### src/rtl/core/cpd_pkg.sv
// Shared types, constants and the CRC-16 byte update for the command packet deframer.
// No dependencies; every other file of the block imports this package.
package cpd_pkg;

	localparam int ADDR_W = 3;      // two 32-bit registers at byte addresses 0 and 4
	localparam int DATA_W = 32;
	localparam int CNT_W  = 5;

	localparam logic [CNT_W-1:0] PKT_LEN   = 5'd23;  // bytes in a full packet
	localparam logic [CNT_W-1:0] CRC_END   = 5'd21;  // CRC covers bytes 0..20
	localparam logic [CNT_W-1:0] IDX_START0 = 5'd0;
	localparam logic [CNT_W-1:0] IDX_START1 = 5'd1;
	localparam logic [CNT_W-1:0] IDX_CMD    = 5'd4;
	localparam logic [CNT_W-1:0] IDX_LEN_HI = 5'd7;
	localparam logic [CNT_W-1:0] IDX_LEN_LO = 5'd8;
	localparam logic [CNT_W-1:0] IDX_PAY    = 5'd9;
	localparam logic [CNT_W-1:0] IDX_CRC_HI = 5'd21;
	localparam logic [CNT_W-1:0] IDX_CRC_LO = 5'd22;

	localparam int PAY_WORDS = 3;
	localparam int PAY_BYTES = 4 * PAY_WORDS;

	localparam logic [7:0]  PAYLOAD_LEN = 8'd12;  // required value of the length field
	localparam logic [15:0] CRC_POLY    = 16'h1021;
	localparam logic [7:0]  START_RESET = 8'h99;
	localparam logic [7:0]  CMD_RESET   = 8'd78;

	typedef enum logic [0:0] {
		REG_START_BYTE = 1'b0,
		REG_EXP_CMD    = 1'b1
	} cpd_reg_e;

	typedef enum logic [2:0] {
		ST_OK        = 3'd0,
		ST_SHORT     = 3'd1,
		ST_BAD_START = 3'd2,
		ST_BAD_CMD   = 3'd3,
		ST_BAD_LEN   = 3'd4,
		ST_BAD_CRC   = 3'd5
	} cpd_status_e;

	typedef struct packed {
		logic [7:0] start_byte;
		logic [7:0] expected_command;
	} cpd_cfg_t;

	// CRC-16 CCITT, MSB first, one byte
	function automatic logic [15:0] crc16_byte(input logic [15:0] crc, input logic [7:0] b);
		logic [15:0] c;
		c = crc ^ {b, 8'h00};
		for (int i = 0; i < 8; i++) begin
			if (c[15]) begin
				c = {c[14:0], 1'b0} ^ CRC_POLY;
			end else begin
				c = {c[14:0], 1'b0};
			end
		end
		return c;
	endfunction

endpackage

### src/rtl/core/cpd_if.sv
// Byte request channel and result channel of the command packet deframer.
// Depends on cpd_pkg.
interface cpd_pkt_if;
	import cpd_pkg::*;
	logic       valid;
	logic       ready;
	logic [7:0] data_byte;
	logic       last_byte;
	modport source (output valid, data_byte, last_byte, input ready);
	modport sink   (input valid, data_byte, last_byte, output ready);
endinterface

interface cpd_rsp_if;
	import cpd_pkg::*;
	logic        valid;
	logic        ready;
	logic [2:0]  status;
	logic [31:0] x_bits;
	logic [31:0] y_bits;
	logic [31:0] z_bits;
	modport source (output valid, status, x_bits, y_bits, z_bits, input ready);
	modport sink   (input valid, status, x_bits, y_bits, z_bits, output ready);
endinterface

### src/rtl/core/cpd_apb_regs.sv
// APB register file: start byte and expected command.
// Depends on cpd_pkg.
module cpd_apb_regs (
	input  logic                       clk,
	input  logic                       arst_n,
	input  logic                       psel,
	input  logic                       penable,
	input  logic                       pwrite,
	input  logic [cpd_pkg::ADDR_W-1:0] paddr,
	input  logic [cpd_pkg::DATA_W-1:0] pwdata,
	output logic [cpd_pkg::DATA_W-1:0] prdata,
	output logic                       pready,
	output cpd_pkg::cpd_cfg_t          cfg
);
	import cpd_pkg::*;

	cpd_cfg_t cfg_q;
	cpd_reg_e sel;
	logic     wr_en;

	assign sel    = cpd_reg_e'(paddr[2]);   // byte-lane bits ignored
	assign wr_en  = psel && penable && pwrite;
	assign pready = 1'b1;

	always_ff @(posedge clk or negedge arst_n) begin
		if (!arst_n) begin
			cfg_q.start_byte       <= START_RESET;
			cfg_q.expected_command <= CMD_RESET;
		end else if (wr_en) begin
			case (sel)
				REG_START_BYTE: cfg_q.start_byte       <= pwdata[7:0];
				REG_EXP_CMD:    cfg_q.expected_command <= pwdata[7:0];
				default: ;
			endcase
		end
	end

	always_comb begin
		case (sel)
			REG_START_BYTE: prdata = {24'd0, cfg_q.start_byte};
			REG_EXP_CMD:    prdata = {24'd0, cfg_q.expected_command};
			default:        prdata = '0;
		endcase
	end

	assign cfg = cfg_q;

endmodule

### src/rtl/core/command_packet_deframer_crc16_top.sv
// Command packet deframer with CRC-16 check: top level.
// Depends on cpd_pkg, cpd_if (cpd_pkt_if, cpd_rsp_if) and cpd_apb_regs.

// Takes a packet one byte per request on pkt, with last_byte marking the final
// byte. Bytes 0 and 1 must equal the start_byte register, byte 4 the
// expected_command register, and bytes 7..8 a big-endian length of 12. A
// CRC-16 CCITT (poly 0x1021, init 0, MSB first, no final xor) over bytes 0..20
// is compared with the big-endian CRC in bytes 21..22. Bytes 9..20 come out as
// three little-endian 32-bit words (x, y, z). One result request per packet,
// on rsp, after the last byte: status 0 ok, 1 too short, 2 bad start, 3 bad
// command, 4 bad length, 5 CRC mismatch, lowest code winning; the words are
// zero on any error. Bytes past byte 22 are ignored. Rate: one byte per cycle.
// A byte is held in the input register, then the per-byte update (CRC byte
// step, checks, word capture) runs in one pass into the packet state; a
// result goes into the output register as its last byte leaves the input.
// The input stalls only when a last byte meets a result that is still unread.
// Registers sit at APB byte addresses 0 (start_byte) and 4 (expected_command);
// the user must make writes with the packet path idle; the block does not enforce it.
module command_packet_deframer_crc16_top (
	input  logic                       clk,
	input  logic                       arst_n,
	cpd_pkt_if.sink                    pkt,
	cpd_rsp_if.source                  rsp,
	input  logic                       psel,
	input  logic                       penable,
	input  logic                       pwrite,
	input  logic [cpd_pkg::ADDR_W-1:0] paddr,
	input  logic [cpd_pkg::DATA_W-1:0] pwdata,
	output logic [cpd_pkg::DATA_W-1:0] prdata,
	output logic                       pready
);
	import cpd_pkg::*;

	cpd_cfg_t cfg;

	cpd_apb_regs u_regs (
		.clk     (clk),
		.arst_n  (arst_n),
		.psel    (psel),
		.penable (penable),
		.pwrite  (pwrite),
		.paddr   (paddr),
		.pwdata  (pwdata),
		.prdata  (prdata),
		.pready  (pready),
		.cfg     (cfg)
	);

	// ---------------- input register ----------------
	logic       vld_s1;
	logic [7:0] byte_s1;
	logic       last_s1;
	logic       accept;
	logic       go;          // stage-1 byte is consumed this cycle

	// ---------------- packet state ----------------
	logic [CNT_W-1:0] cnt_q;
	logic [15:0]      crc_q;
	logic [15:0]      rx_crc_q;
	logic             start_err_q;
	logic             cmd_err_q;
	logic             len_err_q;
	logic [31:0]      words_q [PAY_WORDS];

	// next-state values with the stage-1 byte folded in
	logic [CNT_W-1:0] cnt_n;
	logic [15:0]      crc_n;
	logic [15:0]      rx_crc_n;
	logic             start_err_n;
	logic             cmd_err_n;
	logic             len_err_n;
	logic [31:0]      words_n [PAY_WORDS];
	logic             live;
	cpd_status_e      status_n;

	// ---------------- result register ----------------
	logic        rsp_vld_q;
	cpd_status_e status_q;
	logic [31:0] x_q;
	logic [31:0] y_q;
	logic [31:0] z_q;

	// A last byte needs the result register free (or being drained).
	assign go     = vld_s1 && (!last_s1 || !rsp_vld_q || rsp.ready);
	assign accept = pkt.valid && pkt.ready;
	assign pkt.ready = !vld_s1 || go;

	always_ff @(posedge clk or negedge arst_n) begin
		if (!arst_n) begin
			vld_s1 <= 1'b0;
		end else if (accept) begin
			vld_s1 <= 1'b1;
		end else if (go) begin
			vld_s1 <= 1'b0;
		end
	end

	always_ff @(posedge clk) begin
		if (accept) begin
			byte_s1 <= pkt.data_byte;
			last_s1 <= pkt.last_byte;
		end
	end

	// Per-byte update: every check keys off the current byte position.
	always_comb begin
		live        = cnt_q < PKT_LEN;
		cnt_n       = live ? cnt_q + 5'd1 : cnt_q;   // saturates at 23
		crc_n       = crc_q;
		rx_crc_n    = rx_crc_q;
		start_err_n = start_err_q;
		cmd_err_n   = cmd_err_q;
		len_err_n   = len_err_q;
		for (int w = 0; w < PAY_WORDS; w++) begin
			words_n[w] = words_q[w];
		end

		if (live && cnt_q < CRC_END) begin
			crc_n = crc16_byte(crc_q, byte_s1);
		end
		if ((cnt_q == IDX_START0 || cnt_q == IDX_START1) && byte_s1 != cfg.start_byte) begin
			start_err_n = 1'b1;
		end
		if (cnt_q == IDX_CMD && byte_s1 != cfg.expected_command) begin
			cmd_err_n = 1'b1;
		end
		if (cnt_q == IDX_LEN_HI && byte_s1 != 8'd0) begin
			len_err_n = 1'b1;
		end
		if (cnt_q == IDX_LEN_LO && byte_s1 != PAYLOAD_LEN) begin
			len_err_n = 1'b1;
		end
		// little-endian capture of the three payload words
		for (int k = 0; k < PAY_BYTES; k++) begin
			if (cnt_q == IDX_PAY + CNT_W'(k)) begin
				words_n[k / 4][(k % 4) * 8 +: 8] = byte_s1;
			end
		end
		if (cnt_q == IDX_CRC_HI) begin
			rx_crc_n[15:8] = byte_s1;
		end
		if (cnt_q == IDX_CRC_LO) begin
			rx_crc_n[7:0] = byte_s1;
		end

		// priority: short, start, command, length, CRC
		if (cnt_n < PKT_LEN) begin
			status_n = ST_SHORT;
		end else if (start_err_n) begin
			status_n = ST_BAD_START;
		end else if (cmd_err_n) begin
			status_n = ST_BAD_CMD;
		end else if (len_err_n) begin
			status_n = ST_BAD_LEN;
		end else if (crc_n != rx_crc_n) begin
			status_n = ST_BAD_CRC;
		end else begin
			status_n = ST_OK;
		end
	end

	// Packet state: loads the update, or clears after the last byte.
	always_ff @(posedge clk or negedge arst_n) begin
		if (!arst_n) begin
			cnt_q       <= '0;
			crc_q       <= '0;
			rx_crc_q    <= '0;
			start_err_q <= 1'b0;
			cmd_err_q   <= 1'b0;
			len_err_q   <= 1'b0;
			for (int w = 0; w < PAY_WORDS; w++) begin
				words_q[w] <= '0;
			end
		end else if (go) begin
			if (last_s1) begin
				cnt_q       <= '0;
				crc_q       <= '0;
				rx_crc_q    <= '0;
				start_err_q <= 1'b0;
				cmd_err_q   <= 1'b0;
				len_err_q   <= 1'b0;
				for (int w = 0; w < PAY_WORDS; w++) begin
					words_q[w] <= '0;
				end
			end else begin
				cnt_q       <= cnt_n;
				crc_q       <= crc_n;
				rx_crc_q    <= rx_crc_n;
				start_err_q <= start_err_n;
				cmd_err_q   <= cmd_err_n;
				len_err_q   <= len_err_n;
				for (int w = 0; w < PAY_WORDS; w++) begin
					words_q[w] <= words_n[w];
				end
			end
		end
	end

	// Result register
	always_ff @(posedge clk or negedge arst_n) begin
		if (!arst_n) begin
			rsp_vld_q <= 1'b0;
		end else if (go && last_s1) begin
			rsp_vld_q <= 1'b1;
		end else if (rsp.ready) begin
			rsp_vld_q <= 1'b0;
		end
	end

	always_ff @(posedge clk) begin
		if (go && last_s1) begin
			status_q <= status_n;
			x_q      <= (status_n == ST_OK) ? words_n[0] : 32'd0;
			y_q      <= (status_n == ST_OK) ? words_n[1] : 32'd0;
			z_q      <= (status_n == ST_OK) ? words_n[2] : 32'd0;
		end
	end

	assign rsp.valid  = rsp_vld_q;
	assign rsp.status = status_q;
	assign rsp.x_bits = x_q;
	assign rsp.y_bits = y_q;
	assign rsp.z_bits = z_q;

	// ---------------- assertions ----------------
	a_cnt_sat: assert property (@(posedge clk) disable iff (!arst_n)
		cnt_q <= PKT_LEN)
		else $error("byte counter beyond packet length");

	a_clear_after_last: assert property (@(posedge clk) disable iff (!arst_n)
		go && last_s1 |=> cnt_q == '0 && crc_q == '0 && !start_err_q)
		else $error("packet state not cleared after last byte");

	a_last_gives_rsp: assert property (@(posedge clk) disable iff (!arst_n)
		go && last_s1 |=> rsp_vld_q && status_q == $past(status_n))
		else $error("last byte did not load a result");

	a_err_zero_words: assert property (@(posedge clk) disable iff (!arst_n)
		rsp_vld_q && status_q != ST_OK |-> x_q == '0 && y_q == '0 && z_q == '0)
		else $error("payload words not zeroed on failed packet");

	a_no_overwrite: assert property (@(posedge clk) disable iff (!arst_n)
		rsp_vld_q && !rsp.ready |-> !(go && last_s1))
		else $error("unread result overwritten");

endmodule

### src/flat_wrapper.sv
// flat-port wrapper written by rule: the top's interface ports become plain ports
module command_packet_deframer_crc16_top_flat import cpd_pkg::*;
  (clk, arst_n, psel, penable, pwrite, paddr, pwdata, prdata, pready, pkt_valid, pkt_data_byte, pkt_last_byte, pkt_ready, rsp_valid, rsp_status, rsp_x_bits, rsp_y_bits, rsp_z_bits, rsp_ready);
  cpd_pkt_if pkt_i ();
  cpd_rsp_if rsp_i ();
  input  logic clk;
  input  logic arst_n;
  input  logic psel;
  input  logic penable;
  input  logic pwrite;
  input  logic [cpd_pkg::ADDR_W-1:0] paddr;
  input  logic [cpd_pkg::DATA_W-1:0] pwdata;
  output logic [cpd_pkg::DATA_W-1:0] prdata;
  output logic pready;
  input wire logic [$bits(pkt_i.valid)-1:0] pkt_valid;
  input wire logic [$bits(pkt_i.data_byte)-1:0] pkt_data_byte;
  input wire logic [$bits(pkt_i.last_byte)-1:0] pkt_last_byte;
  output wire logic [$bits(pkt_i.ready)-1:0] pkt_ready;
  output wire logic [$bits(rsp_i.valid)-1:0] rsp_valid;
  output wire logic [$bits(rsp_i.status)-1:0] rsp_status;
  output wire logic [$bits(rsp_i.x_bits)-1:0] rsp_x_bits;
  output wire logic [$bits(rsp_i.y_bits)-1:0] rsp_y_bits;
  output wire logic [$bits(rsp_i.z_bits)-1:0] rsp_z_bits;
  input wire logic [$bits(rsp_i.ready)-1:0] rsp_ready;
  assign pkt_i.valid = pkt_valid;
  assign pkt_i.data_byte = pkt_data_byte;
  assign pkt_i.last_byte = pkt_last_byte;
  assign pkt_ready = pkt_i.ready;
  assign rsp_valid = rsp_i.valid;
  assign rsp_status = rsp_i.status;
  assign rsp_x_bits = rsp_i.x_bits;
  assign rsp_y_bits = rsp_i.y_bits;
  assign rsp_z_bits = rsp_i.z_bits;
  assign rsp_i.ready = rsp_ready;
  command_packet_deframer_crc16_top u_core (.clk(clk), .arst_n(arst_n), .pkt(pkt_i), .rsp(rsp_i), .psel(psel), .penable(penable), .pwrite(pwrite), .paddr(paddr), .pwdata(pwdata), .prdata(prdata), .pready(pready));
endmodule
### config.mk
export PLATFORM = sky130hd
export DESIGN_NAME = command_packet_deframer_crc16_top_flat
export DESIGN_NICKNAME = d
export VERILOG_FILES = /design/src/rtl/core/cpd_pkg.sv /design/src/rtl/core/cpd_if.sv /design/src/rtl/core/cpd_apb_regs.sv /design/src/rtl/core/command_packet_deframer_crc16_top.sv /design/src/flat_wrapper.sv
export SDC_FILE = /design/constraint.sdc
export NUM_CORES = 1
export LEC_CHECK = 0
export BUFFER_PORTS_ARGS = -buffer_cell sky130_fd_sc_hd__clkbuf_2
export CORE_ASPECT_RATIO = 1.5
export CORE_MARGIN = 3
export CORE_UTILIZATION = 35
export DETAILED_ROUTE_END_ITERATION = 16
export PLACE_DENSITY = 0.61
export SYNTH_ARGS = -nofsm -noshare
export SYNTH_HDL_FRONTEND = slang
export SYNTH_SLANG_ARGS = --single-unit
### constraint.sdc
create_clock -name clk -period 4.4 [get_ports clk]
set_input_delay 0.88 -clock clk [delete_from_list [all_inputs] [get_ports clk]]
set_output_delay 0.88 -clock clk [all_outputs]
set_load 0.02 [all_outputs]
; ---- Yosys cells after proc, flatten, opt, wreduce, memory -nomap -nowiden
; Cells that the tools add are included.
[word_totals]
ff_bits = 262
input_bits = 51
out_inout_bits = 134
[classes]
n_bitwise = 10
order_cmp = 3
n_addsub = 1
n_reduce_logical = 24
eq_ne = 22
muxes = 52
[op_table]
columns = operator, n
row1 = $mux 16, 10
row2 = $mux 8, 14
row3 = $mux 13, 8
row4 = $mux 96, 1
row5 = $pmux 32 s2, 1
row6 = $eq 5x4->1 const B, 8
row7 = $eq 5x5->1 const B, 7
row8 = $not 3->3, 8
row9 = $ne 16x16->1, 1
row10 = $ne 8x8->1, 2
row11 = $xor 16x16->16, 1
row12 = $lt 5x5->1 const B, 3
row13 = $mux 3, 5
row14 = $mux 1, 11
row15 = $eq 5x3->1 const B, 2
row16 = $logic_and 1x1->1, 10
row17 = $mux 5, 2
row18 = $ne 8x4->1 const B, 1
row19 = $reduce_bool 8->1, 1
row20 = $add 5x1->5 const B, 1
row21 = $eq 5x1->1 const B, 1
row22 = $logic_not 5->1, 1
row23 = $logic_or 1x1->1, 4
row24 = $reduce_and 2->1, 2
row25 = 4 further kinds, 7

; ---- Longest topological paths before layout
; Gate-level depths: netlist of the first run.
[logic_depth]
depth_word = 32
depth_mapped = 13
depth_no_buf = 10

; ---- Modules after synthesis
; From an unflattened synthesis of the first run, not the netlist that was laid out.
[unflattened]
hier_cells = 1333
area_unflattened_um2 = 13324.0
[by_module_without_submodules]
columns = module, instances, cells_each, area_per_inst_um2
row1 = command_packet_deframer_crc16_top, 1, 1263, 12391.9
row2 = cpd_apb_regs, 1, 70, 932.1

; ---- Worst setup path before layout of the first run
; No wires, ideal clock.
[synth_timing]
path_type = input port to flip-flop
from = in rsp_ready
to = reg u_core.status_q[0], in the netlist u_core.rsp.status[0], enable pin
setup_slack_ns = 0.483
required_time_ns = 3.948
cell_stages = 5
setup_time_ns = 0.452
path_buffers = 1
t_arrival_ns = 3.465
path_cell_list = or3_1 and2_1 clkbuf_1 nand2_1 inv_1
[synth_via]
elab_chain_cells = 3
[synth_rtl]
columns = item, line
row1 = from (decl), flat_wrapper.sv:24  ; input wire logic [$bits(rsp_i.ready)-1:0] rsp_ready;
row2 = $logic_or 1x1->1, command_packet_deframer_crc16_top.sv:84  ; assign go = vld_s1 && (!last_s1 || !rsp_vld_q || rsp.ready);
row3 = $logic_and 1x1->1, command_packet_deframer_crc16_top.sv:84
row4 = $logic_and 1x1->1, command_packet_deframer_crc16_top.sv:211  ; if (go && last_s1) begin
row5 = to (signal assigned), command_packet_deframer_crc16_top.sv:212  ; status_q <= status_n;
row6 = to (decl), command_packet_deframer_crc16_top.sv:78  ; cpd_status_e status_q;
; No other way between the ends.
; A chain may end at the register's enable or synchronous reset.

; ---- Worst setup path in the final report of the first run
[layout_timing]
from = reg u_core.cnt_q[3]
to = reg u_core.z_q[0], in the netlist u_core.rsp.z_bits[0], data pin
[layout_via]
elab_chain_cells = 10
[layout_rtl]
columns = item, line
row1 = from (decl), command_packet_deframer_crc16_top.sv:57  ; logic [CNT_W-1:0] cnt_q;
row2 = from (signal assigned), command_packet_deframer_crc16_top.sv:186  ; cnt_q <= cnt_n;
row3 = "$lt 5x5->1, on equally long branches", "command_packet_deframer_crc16_top.sv:107, command_packet_deframer_crc16_top.sv:118"
row4 = $logic_and 1x1->1, command_packet_deframer_crc16_top.sv:118  ; if (live && cnt_q < CRC_END) begin
row5 = $mux 16, command_packet_deframer_crc16_top.sv:118
row6 = $ne 16x16->1, command_packet_deframer_crc16_top.sv:155  ; end else if (crc_n != rx_crc_n) begin
row7 = $mux 3, command_packet_deframer_crc16_top.sv:155
row8 = $mux 3, command_packet_deframer_crc16_top.sv:153  ; end else if (len_err_n) begin
row9 = $mux 3, command_packet_deframer_crc16_top.sv:151  ; end else if (cmd_err_n) begin
row10 = $mux 3, command_packet_deframer_crc16_top.sv:149  ; end else if (start_err_n) begin
row11 = $mux 3, command_packet_deframer_crc16_top.sv:147  ; if (cnt_n < PKT_LEN) begin
row12 = $logic_not 3->1, command_packet_deframer_crc16_top.sv:215  ; z_q <= (status_n == ST_OK) ? words_n[2] : 32'd0;
row13 = to (signal assigned), command_packet_deframer_crc16_top.sv:215
row14 = to (decl), command_packet_deframer_crc16_top.sv:81  ; logic [31:0] z_q;
; Parallel ways exist; a longest one is shown, timed or not.

==> flow_summary.yaml, run 1 <==
timing:
  finalMaxSlewViolations: 0
  hold_viol: 0
  fin_crit_sh_pct: 80.7
  max_freq_mhz: 282
  tns_ns: 0
  worstMarginPinSlew_ns: 1.20
  setup_viol: 0
  rsz0062_at_grt: "false"
  max_slew_margin_pct: 19.3
  hold_ws_ns: 0.466
  finClkSkew_ns: 0.0184
  finalWorstPathRequiredPeriod_ns: 3.55
critical_path:
  worstPathMaxFanout: 97
  reg2reg_setup_slack_ns: 0.85
  critPathArrivalTime_ns: 3.88
  critPathCaptureType: "flop"
  crit_end: "u_core.rsp.z_bits[0]"
  crit_start: "u_core.cnt_q[3]"
  worstSetupStartpointType: "flop"
  r2r_end: "u_core.rsp.z_bits[0]"
  rr_worst_depth: 8
  cp.required_ns: 4.73
  worstSetupPathType: "flop to flop"
  r2r-start: "u_core.cnt_q[3]"
clock_network:
  cts.sink_count: 262
  cts_resized: 0
  cts_setup_buffers: 0
  hold_buffers: 0
  cts_buffers: 27
  clkSlewWorstSetupHoldPaths_ns: 0.07
  root_buffer: "clkbuf_16"
  cts_max_level: 1
  clk_latency_ns: 0.55
  cts_tree: "built"
  clk_path_buf_depth: 3
global_routing:
  antenna_found_initial: 0
  grt_pass1_wl_um: 53200
  grt_pass1_vias: 9393
  gr-total-overflow: 0
  grtUsageTotal_pct: 16.5
  grt_max_degree: 106
power_and_ir_drop:
  leakage_uw: 0.00632
  pwr_density_cell_nw_per_um2: 471
  vdd_drop_max_mv: 0.311
place:
  place_hpwl_um: 21600
  gp_congestion: 0.807
  placed_cell_area_um2: 14300
  port_buffers: 133
floorplanning:
  die_area_um2: 40600
  core_area_um2: 37700
  fp.dieW_um: 165
  io_pins: 185
  placement_rows: 87
  dieHeight_um: 245
  initial_utilization_pct: 35.4
detailed_routing:
  drt_wl_total_um: 33800
  wl_per_cell_um: 18.6
  via_count: 9721
  drt_iter0_markers: 720
  drcViolationCount: 0
  first_pass_iters: 5
  via_per_inst: 5.35
  antenna_left: 0
logic_synthesis:
  netlist_area_um2: 13300
  synth-seq-cells: 262
  synth_cells: 1242
  synth.avg_cell_area_um2: 10.7
  yosysSeqAreaShare_pct: 53.2
  synth.distinct_cells: 54
  yosysWarnings: 0
cells_and_area:
  area_delta_synth_final_pct: 14.2
  stdcell_area_um2: 15200
  layout_common_cells: "dfrtp_1, clkbuf_2, a21oi_1"
  drive_gt1_share_pct: 20.5
  fin_nets: 1363
  nFillCells: 3702
  layout_commonest_cell: "dfrtp_1"
  n_antenna_cell: 0
worst_hold_path:
  hold_path_class: "input pin to async pin"
flow_run:
  cap_violations: 0
run_status:
  status: "finished clean"
worst max-delay path, cell delays in order, from the launching register on:
cell and delay (ns):
dfrtp_1 0.62, o311ai_4 0.68, buf_12 0.26, mux2i_1 0.32, xnor2_1 0.17, nand4_1 0.19
or3_4 0.38, buf_12 0.23, nor4_1 0.38
cells by family (layout without fill, tap and decap cells):
group	after synthesis	after routing	share of synthesized area, %
compound gates	321	321	14.0
xor+xnor	59	59	4.94
fa+ha+maj	5	5	0.469
buf+inv	156	219	5.66
flops	262	262	53.2
mux	85	85	6.63
other cells	2	25	0.0563
simple gates	352	352	15.0
state kept, by name (all words and copies together) (netlist names):
register / count
u_core.crc_q: 16
u_core.start_err_q: 1
u_core.byte_s1: 8
u_core.rsp.status: 3
u_core.rsp.y_bits: 32
u_core.u_regs.cfg: 16
u_core.len_err_q: 1
u_core.cmd_err_q: 1
u_core.rsp.z_bits: 32
u_core.cnt_q: 5
u_core.vld_s1: 1
u_core.rsp.x_bits: 32
u_core.rsp.valid: 1
u_core.last_s1: 1
u_core.rx_crc_q: 16
u_core.words_q: 96
final cells by class:
class / instances / area (um2) / share of cell area (%)
clock buffer: 31 / 701 / 4.60
timing repair buffer: 161 / 957 / 6.28
clock inverter: 19 / 208 / 1.36
inverter: 8 / 32.5 / 0.213
sequential: 262 / 7110 / 46.6
tap: 489 / 612 / 4.02
multi-input combinational: 847 / 5620 / 36.9
per-stage QoR:
| stage | util [%] | cells | total power [uW] | setup slack [ns] |
|---|---|---|---|---|
| finish | 40.5 | 1817 | 7170 | 0.848 |
| global route | 40.5 | 1817 | 7560 | 0.730 |
| CTS | 40.5 | 1817 | 7240 | 0.910 |
| detailed placement | 38.0 | 1767 | 4860 | 0.940 |
| global placement | 38.0 | 1767 | 4820 | 0.993 |
| floorplan | - | 1265 | 4430 | 0.483 |
worst min-delay path by stage:
stage	from	end	slack (ns)
finish	arst_n	u_core.words_q[13]	0.47
detailed placement	u_core.words_q[52]	u_core.words_q[52]	0.46
global route	pkt_data_byte[5]	u_core.byte_s1[5]	0.49
CTS	u_core.words_q[52]	u_core.words_q[52]	0.48
floorplan	u_core.words_q[0]	u_core.words_q[0]	0.44
global placement	u_core.words_q[68]	u_core.words_q[68]	0.45
cell usage after synthesis (all sizes together):
| cell | instances | area share [%] |
|---|---|---|
| dfrtp | 146 | 27 |
| a21oi | 126 | 4.7 |
| nand2 | 115 | 3.2 |
| o21ai | 112 | 4.2 |
| edfxtp | 108 | 24 |
| nor4 | 101 | 5.7 |
| clkbuf | 94 | 2.7 |
| nor2b | 66 | 3.1 |
| mux2i | 61 | 4.6 |
| buf | 54 | 2.8 |
| a22oi | 31 | 1.7 |
| xnor2 | 29 | 2.1 |
| mux2 | 24 | 2.0 |
| xor2 | 22 | 1.4 |
| nor2 | 21 | 0.59 |
| a32o | 17 | 1.3 |
| and2 | 15 | 0.70 |
| a22o | 14 | 0.92 |
| a31oi | 12 | 0.56 |
| dfstp | 8 | 1.6 |
| inv | 8 | 0.22 |
| nand3 | 8 | 0.30 |
| xnor3 | 6 | 1.0 |
| ha | 5 | 0.47 |
| nand2b | 4 | 0.19 |
| nand4b | 4 | 0.26 |
| nor3b | 4 | 0.22 |
| nand4 | 3 | 0.14 |
| or3 | 3 | 0.14 |
| and3 | 2 | 0.094 |
| conb | 2 | 0.056 |
| nor3 | 2 | 0.11 |
| or2 | 2 | 0.094 |
| xor3 | 2 | 0.36 |
| a2111oi | 1 | 0.066 |
| a21o | 1 | 0.056 |
| a32oi | 1 | 0.066 |
| and4b | 1 | 0.075 |
| o21a | 1 | 0.056 |
| o21ba | 1 | 0.075 |
| o22ai | 1 | 0.047 |
| o311ai | 1 | 0.12 |
| o31a | 1 | 0.066 |
| o31ai | 1 | 0.056 |
| or4 | 1 | 0.056 |
power breakdown:
part | switching, uW | leakage [uW] | total [uW] | internal [uW]
Combinational | 980 | 0.00280 | 1740 | 761
Sequential | 204 | 0.00308 | 3070 | 2860
Clock | 984 | 0.000439 | 2370 | 1380
routing by layer:
layer	routed length, um	share of wire (%)	GRT usage (%)
met1	14500	43	21.8
met2	16400	49	27.4
met3	1660	4.9	2.08
met4	1220	3.6	6.22
met5	0	0	0
Note: power is estimated with default switching activity, not from simulation.
==> inputs of run 2 (changes only) <==
Settings changed: ABC_AREA set to 1, PLACE_DENSITY 0.61 to 0.63.
Clock period 4.4 ns to 2.9 ns, I/O delays scaled along.
==> flow_summary.yaml, run 2 <==
run_status:
  status: "finished, violations left"
  violations: "hold timing"
clock_network:
  clkSlewWorstSetupHoldPaths_ns: 0.07
  cts_buffers: 24
  hold_buffers: 0
  root_buffer: "clkbuf_16"
  cts_max_level: 1
  cts.sink_count: 262
  clk_latency_ns: 0.54
  clk_path_buf_depth: 3
  cts_tree: "built"
floorplanning:
  die_area_um2: 38000
  io_pins: 185
  initial_utilization_pct: 35.6
  placement_rows: 84
  core_area_um2: 35100
  dieHeight_um: 237
  fp.dieW_um: 160
logic_synthesis:
  synth_top_area_share_pct: 29.2
  synthXorXnorAreaFrac_pct: 1.05
  yosysWarnings: 0
  synth.distinct_cells: 41
  synthMuxAreaShare_pct: 0
  synth_compound_area_share_pct: 12.8
  synth_simple_gate_area_share_pct: 19.1
  ys.flop_type: "dfrtp_1"
  synth_edf_count: 108
  synth_cells: 1410
  synthTopCellsByArea: "dfrtp_1, edfxtp_1, nand2_1"
  yosysSeqAreaShare_pct: 56.9
  synth.most_common_cell: "nand2_1"
  synth_fa_ha_area_share_pct: 0.501
  synth_common_cells: "nand2_1, inv_1, o21ai_0"
  synth_top_family_by_area: "simple AND/OR/NAND/NOR gates"
  synth_top_area_cell: "dfrtp_1"
  synth-seq-cells: 262
  synth.avg_cell_area_um2: 8.86
  ys_async_sr_fraction_pct: 58.8
  netlist_area_um2: 12500
power_and_ir_drop:
  p_switching_uw: 2800
  p_comb_share_pct: 19.4
  p_sw_share_pct: 29.3
  clkPwrFrac_pct: 36.3
  vdd_drop_max_mv: 0.409
  leakage_uw: 0.00698
  internal_power_uw: 6750
  pwr_density_cell_nw_per_um2: 633
  seqPwrFrac_pct: 44.3
place:
  port_buffers: 133
  gp_congestion: 0.925
  place_hpwl_um: 22700
cells_and_area:
  layout_common_cells: "nand2_1, inv_1, o21ai_0"
  final_util_pct: 42.9
  area_delta_synth_final_pct: 20.6
  multi_input_area_um2: 4370
  layout_commonest_cell: "nand2_1"
  n_antenna_cell: 0
  nFillCells: 3490
  drive_gt1_share_pct: 21.7
  fin_nets: 1635
  largest_register_ffs: 96
  top_register: "u_core.words_q"
  seqCellArea_um2: 7110
critical_path:
  rr_worst_depth: 15
  worstSetupPathType: "flop to flop"
  critPathCaptureType: "flop"
  reg2reg_setup_slack_ns: 0.16
  r2r-start: "u_core.cnt_q[3]"
  r2r_end: "u_core.rsp.x_bits[6]"
  critPathArrivalTime_ns: 3.13
  cp.required_ns: 3.29
  worstSetupStartpointType: "flop"
  worstPathMaxFanout: 15
detailed_routing:
  drt_wl_total_um: 32900
  via_per_inst: 4.88
  wl_per_cell_um: 15.9
  drt_iter0_markers: 728
  first_pass_iters: 5
  drcViolationCount: 0
  via_count: 10100
  antenna_left: 0
worst_hold_path:
  hold_path_class: "input pin to async pin"
timing:
  max_freq_mhz: 365
  finClkSkew_ns: 0.0126
  setup_viol: 0
  hold_viol: 1
  tns_ns: 0
  rsz0062_at_grt: "false"
  worstMarginPinSlew_ns: 0.628
  hold_ws_ns: -0.00159
  max_slew_margin_pct: 58.1
  fin_crit_sh_pct: 94.6
  finalMaxSlewViolations: 0
  finalWorstPathRequiredPeriod_ns: 2.74
global_routing:
  grt_pass1_wl_um: 51200
  grtUsageTotal_pct: 16.7
  antenna_found_initial: 0
  gr-total-overflow: 0
  grt_pass1_vias: 9668
  grt_max_degree: 117
flow_run:
  cap_violations: 0
## run 2: metrics by stage
| stage | hold slack (ns) | cell area, um2 | cells | power (uW) | setup WS (ns) |
|---|---|---|---|---|---|
| finish | -0.00159 | 15100 | 2070 | 9550 | 0.157 |
| global route | 0.0198 | 15100 | 2070 | 9990 | 0.00788 |
| CTS | 0.00272 | 14800 | 2053 | 9590 | 0.0243 |
| detailed placement | 0.471 | 14000 | 2009 | 6100 | 0.0681 |
| global placement | 0.463 | 14000 | 2009 | 6070 | 0.0942 |
| floorplan | 0.284 | 12600 | 1433 | 5450 | 0.00478 |
## run 2: power by group through the flow
stage	Sequential, uW	Clock [uW]	Combinational (uW)
final	4230	3460	1850
after global routing	4260	3670	2070
after CTS	4230	3550	1820
after detailed placement	4300	0	1800
after global placement	4290	0	1780
after floorplan	4340	0	1110
## run 2: what timing repair did
item	4_1_cts	5_1_grt
gates resized for setup	0	29
setup buffers	0	14
endpoints found under the setup margin	0	96
## run 2: cell families (layout without fill, tap and decap cells)
| logic type | after synthesis | in the layout |
|---|---|---|
| AO/OA/AOI/OAI | 284 | 284 |
| AND/OR/NAND/NOR | 565 | 566 |
| buffers and inverters | 277 | 440 |
| flip-flops | 262 | 262 |
| adder cells (fa/ha/maj) | 5 | 5 |
| XOR/XNOR | 15 | 15 |
| other | 2 | 25 |
## run 2: metal layers
metal  up-vias  routed length, um  global-route usage (%)
li1       4929                  -                       -
met1      4813              12200                    18.6
met2       284              17700                    31.6
met3        74               1560                    1.52
met4         0               1490                    8.11
met5         -                  0                       0
## run 2: worst max path at each step
stage | from | end
detailed placement | u_core.cnt_q[1] | u_core.rsp.z_bits[1]
global placement | u_core.cnt_q[1] | u_core.rsp.z_bits[3]
finish | u_core.cnt_q[3] | u_core.rsp.x_bits[6]
global route | u_core.byte_s1[2] | u_core.rsp.x_bits[6]
CTS | u_core.cnt_q[1] | u_core.rsp.z_bits[1]
floorplan | rsp_ready | u_core.cmd_err_q
## run 2: worst max-delay path: stages, from the launching register on
cell       delay (ns)
dfrtp_2          0.48
inv_4            0.14
nand2_4          0.09
a21oi_4          0.29
buf_4            0.17
nand2_1          0.07
nand2_1          0.09
nand2_1          0.08
a21oi_2          0.18
nand4_1          0.10
nor2_1           0.12
buf_4            0.14
nand4_4          0.14
buf_4            0.20
clkbuf_16        0.17
nor2_1           0.10
## run 2: layout make-up
type	instances	area share, %
sequential	262	47.2
multi-input combinational	895	29.0
timing repair buffer	216	9.64
inverter	180	4.52
clock buffer	28	4.29
tap	473	3.93
clock inverter	16	1.42
==> inputs of run 3 (changes only) <==
Settings changed: CORE_UTILIZATION 35 to 45, PLACE_DENSITY 0.63 to 0.76.
==> flow_summary.yaml, run 3 (synthesized netlist as in run 2, its figures left out) <==
critical_path:
  critPathCaptureType: "flop"
  worstSetupPathType: "flop to flop"
  worstPathMaxFanout: 41
  cp_slowest_cell: "dfrtp_2"
  critPathArrivalTime_ns: 2.98
  max_stage_delay_ns: 0.46
  r2r-start: "u_core.cnt_q[0]"
  critical_path_buf_inv_count: 3
  rr_worst_depth: 11
  cp.required_ns: 3.16
  crit_family: "compound AO/OA/AOI/OAI gates"
  crit_start: "u_core.cnt_q[0]"
  cp_cell_sequence: "ha_1, inv_1, nor2_1, ha_1, a21boi_0, o21ai_0, nand2_1, inv_1, nand4_4, buf_12, nor2_1"
  cp.depth: 11
  worstSetupStartpointType: "flop"
place:
  port_buffers: 133
  gp_congestion: 0.962
  dp_slack_ns: 0.0727
  place_hpwl_um: 21200
flow_run:
  cap_violations: 0
floorplanning:
  dieHeight_um: 210
  die_area_um2: 29800
  initial_utilization_pct: 45.7
  io_pins: 185
  core_area_um2: 27300
  placement_rows: 74
  fp.dieW_um: 142
power_and_ir_drop:
  vdd_drop_max_mv: 0.328
  leakage_uw: 0.00678
  pwr_density_cell_nw_per_um2: 635
timing:
  tns_ns: 0
  timing.final.ws_setup_ns: 0.188
  rsz0062_at_grt: "false"
  finClkSkew_ns: 0.0198
  hold_viol: 0
  fin_crit_sh_pct: 93.5
  worstMarginPinSlew_ns: 0.698
  max_slew_margin_pct: 53.5
  finalMaxSlewViolations: 0
  max_freq_mhz: 369
  setup_viol: 0
  finalWorstPathRequiredPeriod_ns: 2.71
cells_and_area:
  layout_commonest_cell: "nand2_1"
  layout_common_cells: "nand2_1, inv_1, o21ai_0"
  largest_register_ffs: 96
  drive_gt1_share_pct: 19.2
  fin_nets: 1599
  area_delta_synth_final_pct: 16.2
  top_register: "u_core.words_q"
  n_antenna_cell: 0
global_routing:
  grt_pass1_vias: 9667
  gr-total-overflow: 0
  antenna_found_initial: 0
  grt_max_degree: 117
  grt_pass1_wl_um: 49300
  grtUsageTotal_pct: 20.5
detailed_routing:
  antenna_left: 0
  wl_per_cell_um: 16.5
  via_count: 10100
  via_per_inst: 5.31
  first_pass_iters: 5
  drt_wl_total_um: 31500
  drt_iter0_markers: 799
  drcViolationCount: 0
clock_network:
  root_buffer: "clkbuf_16"
  cts_tree: "built"
  hold_buffers: 0
  cts_max_level: 1
  clkSlewWorstSetupHoldPaths_ns: 0.07
  clk_path_buf_depth: 3
  cts.sink_count: 262
  clk_latency_ns: 0.54
  cts_buffers: 24
worst_hold_path:
  hold_path_class: "input pin to async pin"
run_status:
  status: "finished clean"
==> run 3: cell count changes in the layout (fill, tap and decap cells not counted), sizes merged <==
cell	change
buf	-34
bufinv	-2
clkbuf	+5
clkinv	-4
clkinvlp	-2
inv	+1
==> run 3: layout make-up <==
class	instances	area, um2
clock buffers	35	683
clock inverters	9	125
fillers	2393	12800
inverters	180	679
multi-input cells	895	4350
flip-flops and latches	262	7110
well taps	342	428
repair buffers	180	1140
==> run 3: path summary, 6_finish.rpt <==
kind,endpoint,slack (ns)
min,u_core.words_q[94],0.05
min reg2reg,u_core.words_q[49],0.48
max,u_core.rsp.x_bits[10],0.19
max in group asynchronous,u_core.crc_q[8],2.03
min in group clk,u_core.last_s1,0.22
max reg2reg,u_core.rsp.x_bits[10],0.19
==> run 3: report_power, final <==
part	switching, uW	internal, uW
combinational	1190	529
sequential	140	4080
clock	1370	1910
==> run 3: through the flow <==
step                      power, uW  cell area (um2)  instances  util, %  hold WS [ns]
after floorplan                5450            12600       1433        -         0.284
after global placement         5930            13600       1851     49.8         0.463
after detailed placement       5980            13600       1851     49.8         0.470
after CTS                      9260            14400       1895     52.8        0.0763
after global routing           9660            14500       1903     53.2         0.105
final                          9220            14500       1903     53.2        0.0505
==> run 3: layer usage <==
layer / wire length [um] / GRT usage [%]
met3: 1610 / 2.34
met5: 0 / 0
met2: 16500 / 37.0
met4: 1520 / 9.83
met1: 11900 / 24.0
==> run 3: what timing repair did <==
action,in CTS,in global routing
endpoints found under the setup margin,0,96
gates resized for setup,0,17
buffers inserted,0,7
